`config.mk`:
```
export PLATFORM = sky130hd
export DESIGN_NAME = minutiae_template_parser_top
export DESIGN_NICKNAME = d
export VERILOG_FILES = /design/src/hdl/mtp_pkg.sv /design/src/hdl/mtp_parser.sv /design/src/hdl/mtp_result_fifo.sv /design/src/hdl/minutiae_template_parser_top.sv
export SDC_FILE = /design/constraint.sdc
export NUM_CORES = 2
export LEC_CHECK = 0
export BUFFER_PORTS_ARGS = -buffer_cell sky130_fd_sc_hd__buf_2
export CAP_MARGIN = 20
export CORE_UTILIZATION = 60
export CTS_CLUSTER_DIAMETER = 50
export CTS_CLUSTER_SIZE = 8
export DETAILED_ROUTE_END_ITERATION = 10
export PLACE_DENSITY = 0.76
export SLEW_MARGIN = 0
export SYNTH_ARGS = -nofsm -noshare
export SYNTH_HDL_FRONTEND = slang
export SYNTH_SLANG_ARGS = --single-unit
```
`constraint.sdc`:
```
create_clock -name clk -period 31.8 [get_ports clk]
set_input_delay 6.36 -clock clk [delete_from_list [all_inputs] [get_ports clk]]
set_output_delay 6.36 -clock clk [all_outputs]
set_load 0.02 [all_outputs]
```
`src/hdl/mtp_pkg.sv`:
```
// ----------------------------------------------------------------------------
// mtp_pkg
// Shared types and constants of the minutiae template parser.
// ----------------------------------------------------------------------------
package mtp_pkg;

  // width of the template length and the remaining byte count
  localparam int LENGTH_BITS = 16;

  typedef logic [LENGTH_BITS-1:0] len_t;

  // record kinds
  localparam logic [2:0] KIND_HEADER  = 3'd0;
  localparam logic [2:0] KIND_VIEW    = 3'd1;
  localparam logic [2:0] KIND_MINUTIA = 3'd2;
  localparam logic [2:0] KIND_EXT     = 3'd3;
  localparam logic [2:0] KIND_ERROR   = 3'd4;

  // error codes
  localparam logic [3:0] ERR_NONE       = 4'd0;
  localparam logic [3:0] ERR_FORMAT     = 4'd1;
  localparam logic [3:0] ERR_VERSION    = 4'd2;
  localparam logic [3:0] ERR_LENGTH     = 4'd3;
  localparam logic [3:0] ERR_RESERVED   = 4'd4;
  localparam logic [3:0] ERR_POSITION   = 4'd5;
  localparam logic [3:0] ERR_IMPRESSION = 4'd6;
  localparam logic [3:0] ERR_QUALITY    = 4'd7;
  localparam logic [3:0] ERR_TYPE       = 4'd8;
  localparam logic [3:0] ERR_TRUNCATED  = 4'd9;

  // template layout
  localparam int HEADER_BYTES  = 24;
  localparam int VIEW_BYTES    = 4;
  localparam int MINUTIA_BYTES = 6;
  localparam int EXT_BYTES     = 2;

  localparam logic [31:0] TEMPLATE_MAGIC = 32'h464d5200;
  localparam logic [31:0] VERSION_ID     = 32'h20323000;
  localparam logic [15:0] COORD_MASK     = 16'h3fff;
  localparam logic [7:0]  POSITION_LIMIT = 8'd11;
  localparam logic [3:0]  IMPRESS_LIMIT  = 4'd9;
  localparam logic [7:0]  QUALITY_MAX    = 8'd100;
  localparam logic [1:0]  TYPE_INVALID   = 2'd3;

  typedef struct packed {
    logic [2:0]  kind;
    logic [3:0]  code;
    logic [7:0]  view_idx;
    logic [7:0]  min_idx;
    logic [15:0] a;
    logic [15:0] b;
    logic [15:0] c;
    logic [15:0] d;
    logic [15:0] e;
    logic [7:0]  f;
    logic        done;
    logic        last;
  } result_t;

  function automatic result_t make_rec(
    input logic [2:0]  kind,
    input logic [3:0]  code,
    input logic [7:0]  view_idx,
    input logic [7:0]  min_idx,
    input logic [15:0] a,
    input logic [15:0] b,
    input logic [15:0] c,
    input logic [15:0] d,
    input logic [15:0] e,
    input logic [7:0]  f
  );
    result_t r;
    r.kind     = kind;
    r.code     = code;
    r.view_idx = view_idx;
    r.min_idx  = min_idx;
    r.a        = a;
    r.b        = b;
    r.c        = c;
    r.d        = d;
    r.e        = e;
    r.f        = f;
    r.done     = 1'b0;
    r.last     = 1'b0;
    return r;
  endfunction

  function automatic result_t make_err(
    input logic [3:0] code,
    input logic [7:0] view_idx,
    input logic [7:0] min_idx
  );
    return make_rec(KIND_ERROR, code, view_idx, min_idx,
                    16'd0, 16'd0, 16'd0, 16'd0, 16'd0, 8'd0);
  endfunction

endpackage

```
`src/hdl/mtp_parser.sv`:
```
// ----------------------------------------------------------------------------
// mtp_parser
// Parser state and the per-byte step: collects record bytes, checks each
// completed record and produces up to two results for the byte.
// ----------------------------------------------------------------------------
module mtp_parser import mtp_pkg::*; (
  input  logic        clk,
  input  logic        rst,
  input  logic        go,
  input  logic        start_flag,
  input  logic [7:0]  data_byte,
  input  logic [15:0] template_length,
  output logic [1:0]  push_count,
  output result_t     res0,
  output result_t     res1
);

  localparam logic [2:0] PH_IDLE    = 3'd0;
  localparam logic [2:0] PH_HEADER  = 3'd1;
  localparam logic [2:0] PH_VIEW    = 3'd2;
  localparam logic [2:0] PH_MINUTIA = 3'd3;
  localparam logic [2:0] PH_EXT     = 3'd4;
  localparam logic [2:0] PH_SKIP    = 3'd5;

  logic [2:0]  phase, phase_next;
  logic [4:0]  byte_idx, byte_idx_next;
  len_t        rem, rem_next;
  len_t        skip, skip_next;
  logic [7:0]  views_total, views_total_next;
  logic [7:0]  view_cnt, view_cnt_next;
  logic [7:0]  min_total, min_total_next;
  logic [7:0]  min_cnt, min_cnt_next;

  logic [7:0]  buffer [HEADER_BYTES];
  logic [7:0]  rec [HEADER_BYTES];
  logic [4:0]  wr_idx;
  logic        buf_wr;
  logic [4:0]  need_len;

  result_t     res [2];
  logic [1:0]  n;
  logic        ended;

  logic [31:0] hdr_word;
  logic [15:0] word0;
  logic [15:0] word1;
  logic [1:0]  mtype;

  // record bytes as seen at the end of this byte: buffer plus current byte
  assign wr_idx = start_flag ? 5'd0 : byte_idx;

  always_comb begin
    for (int i = 0; i < HEADER_BYTES; i++) begin
      rec[i] = (wr_idx == 5'(i)) ? data_byte : buffer[i];
    end
  end

  assign hdr_word = {rec[8], rec[9], rec[10], rec[11]};
  assign word0    = {rec[0], rec[1]};
  assign word1    = {rec[2], rec[3]};
  assign mtype    = word0[15:14];

  always_comb begin
    phase_next       = phase;
    byte_idx_next    = byte_idx;
    rem_next         = rem;
    skip_next        = skip;
    views_total_next = views_total;
    view_cnt_next    = view_cnt;
    min_total_next   = min_total;
    min_cnt_next     = min_cnt;
    res[0]           = '0;
    res[1]           = '0;
    n                = 2'd0;
    ended            = 1'b0;
    buf_wr           = 1'b0;
    need_len         = 5'd0;

    if (start_flag) begin
      phase_next       = PH_HEADER;
      byte_idx_next    = 5'd0;
      rem_next         = len_t'(template_length);
      skip_next        = '0;
      views_total_next = 8'd0;
      view_cnt_next    = 8'd0;
      min_total_next   = 8'd0;
      min_cnt_next     = 8'd0;
      if (rem_next < len_t'(HEADER_BYTES)) begin
        res[n[0]]  = make_err(ERR_TRUNCATED, view_cnt_next, min_cnt_next);
        n          = n + 2'd1;
        phase_next = PH_IDLE;
        ended      = 1'b1;
      end
    end

    if (phase_next == PH_SKIP) begin
      skip_next = skip_next - len_t'(1);
      if (skip_next == '0) begin
        view_cnt_next = view_cnt_next + 8'd1;
        min_cnt_next  = 8'd0;
        phase_next    = PH_VIEW;
        if (rem_next < len_t'(VIEW_BYTES)) begin
          res[n[0]]  = make_err(ERR_TRUNCATED, view_cnt_next, min_cnt_next);
          n          = n + 2'd1;
          phase_next = PH_IDLE;
          ended      = 1'b1;
        end
      end
    end else if (phase_next != PH_IDLE) begin
      unique case (phase_next)
        PH_HEADER:  need_len = 5'(HEADER_BYTES);
        PH_VIEW:    need_len = 5'(VIEW_BYTES);
        PH_MINUTIA: need_len = 5'(MINUTIA_BYTES);
        default:    need_len = 5'(EXT_BYTES);
      endcase
      buf_wr        = 1'b1;
      byte_idx_next = wr_idx + 5'd1;
      if (byte_idx_next >= need_len) begin
        byte_idx_next = 5'd0;
        unique case (phase_next)
          PH_HEADER: begin
            if ({rec[0], rec[1], rec[2], rec[3]} != TEMPLATE_MAGIC) begin
              res[n[0]] = make_err(ERR_FORMAT, view_cnt_next, min_cnt_next);
              n = n + 2'd1; phase_next = PH_IDLE; ended = 1'b1;
            end else if ({rec[4], rec[5], rec[6], rec[7]} != VERSION_ID) begin
              res[n[0]] = make_err(ERR_VERSION, view_cnt_next, min_cnt_next);
              n = n + 2'd1; phase_next = PH_IDLE; ended = 1'b1;
            end else if (hdr_word != 32'(rem_next)) begin
              res[n[0]] = make_err(ERR_LENGTH, view_cnt_next, min_cnt_next);
              n = n + 2'd1; phase_next = PH_IDLE; ended = 1'b1;
            end else if (rec[23] != 8'd0) begin
              res[n[0]] = make_err(ERR_RESERVED, view_cnt_next, min_cnt_next);
              n = n + 2'd1; phase_next = PH_IDLE; ended = 1'b1;
            end else begin
              res[n[0]] = make_rec(KIND_HEADER, ERR_NONE, view_cnt_next, min_cnt_next,
                                   {rec[14], rec[15]}, {rec[16], rec[17]},
                                   {rec[18], rec[19]}, {rec[20], rec[21]},
                                   {rec[12], rec[13]}, rec[22]);
              n                = n + 2'd1;
              rem_next         = rem_next - len_t'(HEADER_BYTES);
              views_total_next = rec[22];
              view_cnt_next    = 8'd0;
              min_cnt_next     = 8'd0;
              if (views_total_next == 8'd0) begin
                phase_next = PH_IDLE;
                ended      = 1'b1;
              end else begin
                phase_next = PH_VIEW;
                if (rem_next < len_t'(VIEW_BYTES)) begin
                  res[n[0]] = make_err(ERR_TRUNCATED, view_cnt_next, min_cnt_next);
                  n = n + 2'd1; phase_next = PH_IDLE; ended = 1'b1;
                end
              end
            end
          end
          PH_VIEW: begin
            if (rec[0] >= POSITION_LIMIT) begin
              res[n[0]] = make_err(ERR_POSITION, view_cnt_next, min_cnt_next);
              n = n + 2'd1; phase_next = PH_IDLE; ended = 1'b1;
            end else if (rec[1][3:0] >= IMPRESS_LIMIT) begin
              res[n[0]] = make_err(ERR_IMPRESSION, view_cnt_next, min_cnt_next);
              n = n + 2'd1; phase_next = PH_IDLE; ended = 1'b1;
            end else if (rec[2] > QUALITY_MAX) begin
              res[n[0]] = make_err(ERR_QUALITY, view_cnt_next, min_cnt_next);
              n = n + 2'd1; phase_next = PH_IDLE; ended = 1'b1;
            end else begin
              res[n[0]] = make_rec(KIND_VIEW, ERR_NONE, view_cnt_next, min_cnt_next,
                                   16'(rec[0]), 16'(rec[1][7:4]), 16'(rec[1][3:0]),
                                   16'(rec[2]), 16'd0, rec[3]);
              n              = n + 2'd1;
              rem_next       = rem_next - len_t'(VIEW_BYTES);
              min_total_next = rec[3];
              min_cnt_next   = 8'd0;
              if (min_total_next != 8'd0) begin
                phase_next = PH_MINUTIA;
                if (rem_next < len_t'(MINUTIA_BYTES)) begin
                  res[n[0]] = make_err(ERR_TRUNCATED, view_cnt_next, min_cnt_next);
                  n = n + 2'd1; phase_next = PH_IDLE; ended = 1'b1;
                end
              end else begin
                phase_next = PH_EXT;
                if (rem_next < len_t'(EXT_BYTES)) begin
                  res[n[0]] = make_err(ERR_TRUNCATED, view_cnt_next, min_cnt_next);
                  n = n + 2'd1; phase_next = PH_IDLE; ended = 1'b1;
                end
              end
            end
          end
          PH_MINUTIA: begin
            if (mtype == TYPE_INVALID) begin
              res[n[0]] = make_err(ERR_TYPE, view_cnt_next, min_cnt_next);
              n = n + 2'd1; phase_next = PH_IDLE; ended = 1'b1;
            end else begin
              res[n[0]] = make_rec(KIND_MINUTIA, ERR_NONE, view_cnt_next, min_cnt_next,
                                   word0 & COORD_MASK, word1 & COORD_MASK,
                                   16'(rec[4]), 16'(mtype), 16'd0, rec[5]);
              n            = n + 2'd1;
              rem_next     = rem_next - len_t'(MINUTIA_BYTES);
              min_cnt_next = min_cnt_next + 8'd1;
              if (min_cnt_next < min_total_next) begin
                if (rem_next < len_t'(MINUTIA_BYTES)) begin
                  res[n[0]] = make_err(ERR_TRUNCATED, view_cnt_next, min_cnt_next);
                  n = n + 2'd1; phase_next = PH_IDLE; ended = 1'b1;
                end
              end else begin
                phase_next = PH_EXT;
                if (rem_next < len_t'(EXT_BYTES)) begin
                  res[n[0]] = make_err(ERR_TRUNCATED, view_cnt_next, min_cnt_next);
                  n = n + 2'd1; phase_next = PH_IDLE; ended = 1'b1;
                end
              end
            end
          end
          default: begin
            res[n[0]] = make_rec(KIND_EXT, ERR_NONE, view_cnt_next, min_cnt_next,
                                 word0, 16'd0, 16'd0, 16'd0, 16'd0, 8'd0);
            n        = n + 2'd1;
            rem_next = rem_next - len_t'(EXT_BYTES);
            if (32'(word0) > 32'(rem_next)) begin
              res[n[0]] = make_err(ERR_TRUNCATED, view_cnt_next, min_cnt_next);
              n = n + 2'd1; phase_next = PH_IDLE; ended = 1'b1;
            end else if ({1'b0, view_cnt_next} + 9'd1 >= {1'b0, views_total_next}) begin
              // last view done, its extended data is not read
              phase_next = PH_IDLE;
              ended      = 1'b1;
            end else if (word0 == 16'd0) begin
              view_cnt_next = view_cnt_next + 8'd1;
              min_cnt_next  = 8'd0;
              phase_next    = PH_VIEW;
              if (rem_next < len_t'(VIEW_BYTES)) begin
                res[n[0]] = make_err(ERR_TRUNCATED, view_cnt_next, min_cnt_next);
                n = n + 2'd1; phase_next = PH_IDLE; ended = 1'b1;
              end
            end else begin
              skip_next  = len_t'(word0);
              rem_next   = rem_next - len_t'(word0);
              phase_next = PH_SKIP;
            end
          end
        endcase
      end
    end

    // mark the final result of this byte
    if (n == 2'd1) begin
      res[0].last = 1'b1;
      res[0].done = ended;
    end else if (n == 2'd2) begin
      res[1].last = 1'b1;
      res[1].done = ended;
    end
  end

  assign push_count = go ? n : 2'd0;
  assign res0       = res[0];
  assign res1       = res[1];

  always_ff @(posedge clk) begin
    if (rst) begin
      phase       <= PH_IDLE;
      byte_idx    <= 5'd0;
      rem         <= '0;
      skip        <= '0;
      views_total <= 8'd0;
      view_cnt    <= 8'd0;
      min_total   <= 8'd0;
      min_cnt     <= 8'd0;
    end else if (go) begin
      phase       <= phase_next;
      byte_idx    <= byte_idx_next;
      rem         <= rem_next;
      skip        <= skip_next;
      views_total <= views_total_next;
      view_cnt    <= view_cnt_next;
      min_total   <= min_total_next;
      min_cnt     <= min_cnt_next;
    end
  end

  always_ff @(posedge clk) begin
    if (go && buf_wr) begin
      buffer[wr_idx] <= data_byte;
    end
  end

endmodule

```
`src/hdl/mtp_result_fifo.sv`:
```
// ----------------------------------------------------------------------------
// mtp_result_fifo
// Four-entry result queue: takes up to two results a cycle, hands out one while the output is not stalled.
// ----------------------------------------------------------------------------
module mtp_result_fifo import mtp_pkg::*; (
  input  logic       clk,
  input  logic       rst,
  input  logic [1:0] push_count,
  input  result_t    push0,
  input  result_t    push1,
  output logic       room2,
  output logic       out_valid,
  input  logic       out_stall,
  output result_t    head
);

  localparam int DEPTH = 4;

  result_t    mem [DEPTH];
  logic [1:0] wr_ptr;
  logic [1:0] rd_ptr;
  logic [2:0] count;
  logic       pop;

  assign out_valid = (count != 3'd0);
  assign pop       = out_valid && !out_stall;
  assign head      = mem[rd_ptr];
  // room for two more once this cycle's pop is counted
  assign room2     = (count <= 3'(DEPTH - 2)) || ((count == 3'(DEPTH - 1)) && pop);

  always_ff @(posedge clk) begin
    if (rst) begin
      wr_ptr <= 2'd0;
      rd_ptr <= 2'd0;
      count  <= 3'd0;
    end else begin
      wr_ptr <= wr_ptr + push_count;
      rd_ptr <= rd_ptr + 2'(pop);
      count  <= count + 3'(push_count) - 3'(pop);
    end
  end

  always_ff @(posedge clk) begin
    if (push_count != 2'd0) begin
      mem[wr_ptr] <= push0;
    end
    if (push_count == 2'd2) begin
      mem[wr_ptr + 2'd1] <= push1;
    end
  end

endmodule

```
`src/hdl/minutiae_template_parser_top.sv`:
```
// ----------------------------------------------------------------------------
// minutiae_template_parser_top
// Streaming parser for big-endian fingerprint minutiae templates.
// ----------------------------------------------------------------------------
// Takes one template byte per item and can accept an item every cycle. Each
// byte goes into an input register, from which it is parsed by a
// single combinational step that yields zero, one or two result items
// (header, view, minutia, extended length or error records). Results wait in
// a four-entry queue and leave one per cycle unless the output stalls; with
// an empty queue the first result of a byte passes through the input
// register and the queue memory to the output. The input stalls only when
// the queue cannot take two more results, so a sink that keeps up sees a
// sustained rate of one byte per cycle. There is no clearing pass after reset.
module minutiae_template_parser_top import mtp_pkg::*; (
  input  logic        clk,
  input  logic        rst,
  input  logic        in_valid,
  output logic        in_stall,
  input  logic        start_flag,
  input  logic [7:0]  data_byte,
  input  logic [15:0] template_length,
  output logic        out_valid,
  input  logic        out_stall,
  output logic [2:0]  record_kind,
  output logic [3:0]  error_code,
  output logic [7:0]  view_index,
  output logic [7:0]  minutia_index,
  output logic [15:0] word_a,
  output logic [15:0] word_b,
  output logic [15:0] word_c,
  output logic [15:0] word_d,
  output logic [15:0] word_e,
  output logic [7:0]  word_f,
  output logic        decode_done,
  output logic        run_last
);

  logic        in_full;
  logic        in_start;
  logic [7:0]  in_byte;
  logic [15:0] in_length;
  logic        go;
  logic        room2;
  logic [1:0]  push_count;
  result_t     res0;
  result_t     res1;
  result_t     head;

  assign go       = in_full && room2;
  assign in_stall = in_full && !room2;

  always_ff @(posedge clk) begin
    if (rst) begin
      in_full <= 1'b0;
    end else if (in_valid && !in_stall) begin
      in_full <= 1'b1;
    end else if (go) begin
      in_full <= 1'b0;
    end
  end

  always_ff @(posedge clk) begin
    if (in_valid && !in_stall) begin
      in_start  <= start_flag;
      in_byte   <= data_byte;
      in_length <= template_length;
    end
  end

  mtp_parser u_parser (
    .clk             (clk),
    .rst             (rst),
    .go              (go),
    .start_flag      (in_start),
    .data_byte       (in_byte),
    .template_length (in_length),
    .push_count      (push_count),
    .res0            (res0),
    .res1            (res1)
  );

  mtp_result_fifo u_fifo (
    .clk        (clk),
    .rst        (rst),
    .push_count (push_count),
    .push0      (res0),
    .push1      (res1),
    .room2      (room2),
    .out_valid  (out_valid),
    .out_stall  (out_stall),
    .head       (head)
  );

  assign record_kind   = head.kind;
  assign error_code    = head.code;
  assign view_index    = head.view_idx;
  assign minutia_index = head.min_idx;
  assign word_a        = head.a;
  assign word_b        = head.b;
  assign word_c        = head.c;
  assign word_d        = head.d;
  assign word_e        = head.e;
  assign word_f        = head.f;
  assign decode_done   = head.done;
  assign run_last      = head.last;

endmodule
```
* After elaboration in Yosys (flattened, before gate mapping)
Memories as Yosys holds them, arrays and structs flattened. A register that Yosys moved wholly into a read port is not among the register bits.
Index checks and enable logic that the tools add are counted.
Widths: inputs -> output; s select.
** Word-level totals
- Memories kept :: 2
- Input bits :: 29
- Bits in registers :: 105
- Output and inout bits :: 115
- Memory bits (writable) :: 644
** Memory list
- u_fifo.mem :: depth 4, bits a word 113, read ports 1, clocked after Yosys merged registers in 1, write ports 2, line mtp_result_fifo.sv:19 : result_t mem [DEPTH];
- u_parser.buffer :: depth 24, bits a word 8, read ports 24, clocked after Yosys merged registers in 0, write ports 1, line mtp_parser.sv:34 : logic [7:0] buffer [HEADER_BYTES];
** Cells by class
- $lt $le $gt $ge :: 20
- Add/subtract/negate cells :: 17
- Equal/unequal tests :: 35
- Reduce and logical (&&, ||, !) cells :: 24
- Bitwise gates (word level) :: 5
- Muxes and demuxes :: 250
** Operators with widths (count)
- $mux 226 :: 25
- $bwmux 226 :: 17
- $pmux 226 s3 :: 1
- $mux 8 :: 69
- $mux 113 :: 4
- $mux 16 :: 23
- $demux 113 s1 :: 2
- $and 220x220->220 :: 1
- $not 220->220 :: 1
- $lt 16x3->1 const B :: 5
- $mux 2 :: 35
- $mux 3 :: 22
- $pmux 16 s3 :: 1
- $eq 5x4->1 const B :: 8
- $eq 5x5->1 const B :: 8
- $mux 1 :: 39
- $logic_not 16->1 :: 2
- $lt 16x2->1 const B :: 2
- $ne 32x16->1 :: 1
- $ne 32x30->1 const B :: 1
- $ne 32x31->1 const B :: 1
- $sub 16x3->16 const B :: 2
- $mux 5 :: 6
- $pmux 8 s3 :: 1
- 48 further kinds :: 74

* Longest topological paths before layout
- Depth after elaboration :: 23
- Mapped depth :: 30
- Gate-level depth less buffers :: 25

* Cells and area by module
A second synthesis with hierarchy kept.
** Unflattened totals
- Cell total of the unflattened synthesis :: 3523
- Area total of the unflattened synthesis :: 43808.3 um^2
** By module, submodules not included
- mtp_result_fifo :: area an instance 22665.5 um^2, seq. area each 13713.2 um^2, instances 1, cells an instance 1137
- mtp_parser :: area an instance 20335.8 um^2, seq. area each 7206.9 um^2, instances 1, cells an instance 2356
- minutiae_template_parser_top :: area an instance 807.0 um^2, seq. area each 770.7 um^2, instances 1, cells an instance 30

* Least setup slack after synthesis
OpenSTA, ideal clock, no wires.
- Path kind :: input -> register
- From :: in out_stall
- To :: mem u_fifo.mem[3][0] (netlist bit) (enable)
- Arrival time :: 17942 ps
- Path slack :: 12995 ps
- Data required time :: 30937 ps
- Setup time :: 863 ps
- Buffers on the path :: 2
- Stages :: 5
- Path through :: a31oi_1 -> nand2_1 -> clkbuf_1 -> clkbuf_1 -> nor4_1
** RTL lines
- from (decl) :: line minutiae_template_parser_top.sv:23 : input logic out_stall,
- to (decl) :: line mtp_result_fifo.sv:19

* Final worst setup path
- From :: in out_stall
- To :: out in_stall
** On the way
- Longest elaborated chain between the ends :: 6
** Ends and longest elaborated chain
- $logic_not 1->1 :: line mtp_result_fifo.sv:26 : assign pop = out_valid && !out_stall;
- $logic_and 1x1->1 :: line mtp_result_fifo.sv:26
- $logic_and 1x1->1 :: line mtp_result_fifo.sv:29 : assign room2 = (count <= 3'(DEPTH - 2)) || ((count == 3'(DEPTH - 1)) && pop);
- $logic_or 1x1->1 :: line mtp_result_fifo.sv:29
- $logic_not 1->1 :: line minutiae_template_parser_top.sv:50 : assign in_stall = in_full && !room2;
- $logic_and 1x1->1 :: line minutiae_template_parser_top.sv:50
- to (decl) :: line minutiae_template_parser_top.sv:18 : output logic in_stall,
Every way passes these cells.

==> out/results.ini <==
[run_status]
status=finished, final reports clean

[worst_hold_path]
hold_path.startpoint=u_parser.rem[0]
hp-class=register to register
hold_depth=2
min_delay_worst_endpoint=u_parser.rem[0]

[worst_setup_path]
crit_top_cell=buf_2
ff2ff_path_depth=21
critPathTopFamily=buffers and inverters
path_depth=4
end_kind=output port
cp_cell_sequence=buf_2, a31oi_1, nor2b_1, buf_2
cp.arrival_ns=7.07
crit_required_ns=25.44
start_kind=input pin
rrSetupSlack_ns=22.29
crit_buf_inv=2
cpMaxStageDelayCell=nor2b_1
cp_max_fo=3
cpPeakStageDelay_ns=0.28
worstReg2RegEnd=u_fifo.mem[3][69]
path_class=input pin to output port
timing.rr.start=in_start

[cells_and_area]
utilization_pct=68.6
fill_cells=4565
area_growth_pct=12.0
drive_gt1_share_pct=15.6
finalNetCount=3722
register_area_sq_um=21700
multi_input_area_sq_um=16800

[global_route]
grt_first_pass_wirelength_um=189000
first_global_vias=30300
grt_overflow=0
antenna_found_initial=0
grt_max_degree=75
grt_usage_pct=37.8

[logic_synthesis]
netlist_instances=3503
syn_avg_cell_area_sq_um=11.3
synth_fp_nets=3613
synth-seq-cells=749
netlist_top_cells_area=edfxtp_1 (51%), mux4_2 (6.4%), nor2_1 (5.9%)
ys_seq_area_share_pct=54.6
yosysTopAreaCell=edfxtp_1
synth_cell_types=98
synthArstFlopShare_pct=0
ys.flop_type=edfxtp_1
netlist.area_leader.share_pct=50.5
synth_common_cells=edfxtp_1 (669), nor2_1 (621), nand2_1 (247)
synth_edf_count=669
ys_warn_count=0
synth_area_sq_um=39800
synth.most_common_cell=edfxtp_1

[timing]
drv_slew=0
fin_crit_sh_pct=42.2
max-slew-margin-rel_pct=18.7
hold_slack_ns=0.454
grt_setup_unrepaired=no
finalSetupTns_ns=0
layout_min_cycle_time_ns=13.43
clock_skew_ns=0.0592
setup_viol=0
clock.fmax_ghz=0.0745
tightest_slew_ns=1.22
hold_violations=0

[detailed_routing]
ant_nets=0
num_vias=31400
dr.pass1.iters=8
drc_errors=0
wire_per_inst_um=28.2
drtIter0Drc=4558
wl_um=127000
viasPerCell=6.93

[flow_run]
max_cap_violations=0

[cts]
cts-buffers-inserted=110
ctsLongestPathBuffers=3
ctsResizeCount=0
clkSlewWorstSetupHoldPaths_ns=0.04
clock-sinks=749
clk_latency_ns=0.70
postCtsSetupRepairBufs=0
clock-root-buffer=clkbuf_16
htree_levels=3
hold_buffers=0
tritoncts=yes

[die]
chipHeight_um=259
start_util_pct=61.2
die_w_um=259
coreArea_sq_um=64900
io_pins=144
die_area_sq_um=67300
std_cell_rows=93

[pwr]
irDropWorstVdd_uv=45.0
power.leakage_nw=16.3
power.density_nw_per_um2=61.0

[placed_design]
numPortBuffers=143
gp_congestion=0.990
dp_hpwl_um=82200

-- metrics by stage --
stage / instances / area [sq um] / total power (W) / worst slack (ns)
floorplan: 3503 / 39800 / 0.00147 / 13.00
global route: 4522 / 44500 / 0.00279 / 18.30
CTS: 4518 / 44500 / 0.00271 / 18.38
global placement: 4350 / 41200 / 0.00163 / 18.41
detailed placement: 4351 / 41200 / 0.00163 / 18.38
finish: 4524 / 44500 / 0.00271 / 18.37
-- cell families after synthesis --
family                   count (synthesis)  synth area share, %
buffers and inverters                  307                 3.41
AO/OA/AOI/OAI                          687                 11.2
multiplexers                           303                 11.4
adder cells (fa/ha/maj)                 81                 2.59
flip-flops                             749                 54.6
XOR/XNOR                                82                 1.81
AND/OR/NAND/NOR                       1294                 15.0
-- registers in the layout, indices dropped and copies added, names as in the netlist, 3 cells and up --
register,count
u_parser.byte_idx,5
u_fifo.count,3
u_parser.phase,3
u_parser.min_total,8
u_parser.min_cnt,8
u_parser.skip,16
in_byte,8
u_fifo.mem,452
u_parser.rem,16
u_parser.views_total,8
u_parser.buffer,192
u_parser.view_cnt,8
in_length,16
-- placed cells by master (no fill, tap or decap), types with 32 or more instances in the layout --
cell / Yosys / final
mux2i_1: 147 / 147
o22ai_1: 40 / 39
inv_1: 63 / 63
mux4_2: 113 / 113
xnor2_1: 65 / 65
clkbuf_16: 0 / 111
buf_2: 41 / 143
buf_4: 30 / 92
nor4_1: 42 / 39
and3_1: 32 / 32
nand3_1: 68 / 67
nor2_1: 621 / 620
dfxtp_1: 80 / 78
a21oi_1: 191 / 191
nand2_1: 247 / 247
ha_1: 79 / 79
nor3_1: 92 / 89
mux2_2: 34 / 34
o21ai_0: 151 / 149
or3_1: 33 / 33
edfxtp_1: 669 / 669
clkbuf_1: 144 / 37
-- routing by layer --
metal	vias up	share of wire, %	GRT usage [%]
met1	15300	38	51.6
met5	-	0	0
met4	0	4.3	16.3
li1	13400	-	-
met3	375	11	6.93
met2	2241	46	59.4
-- tightest hold or removal path: stages, from the launching register on --
cell and delay, ns:
dfxtp_1 0.30, nand2_1 0.05, a21oi_1 0.05
-- final cells by class --
cell class | instances | share of cell area, %
flip-flops and latches | 749 | 48.7
clock buffers | 149 | 6.58
inverters | 66 | 0.556
multi-input cells | 2447 | 37.8
well taps | 855 | 2.40
diodes | 2 | 0.0112
repair buffers | 238 | 3.21
clock inverters | 18 | 0.745
-- report_power, final --
group	internal [W]	total (W)	switching (W)
clock network	0.000662	0.00109	0.000432
registers	0.00109	0.00111	0.0000219
logic	0.000181	0.000511	0.000330
-- how the worst max path moves through the flow --
stage / slack (ns) / from / endpoint
2_1_floorplan: 13.00 / out_stall / u_fifo.mem[3][0]
3_3_place_gp: 18.41 / out_stall / in_stall
3_5_place_dp: 18.38 / out_stall / in_stall
4_1_cts: 18.38 / out_stall / in_stall
5_1_grt: 18.30 / out_stall / in_stall
6_report: 18.37 / out_stall / in_stall
(Power assumes the default switching activity.)
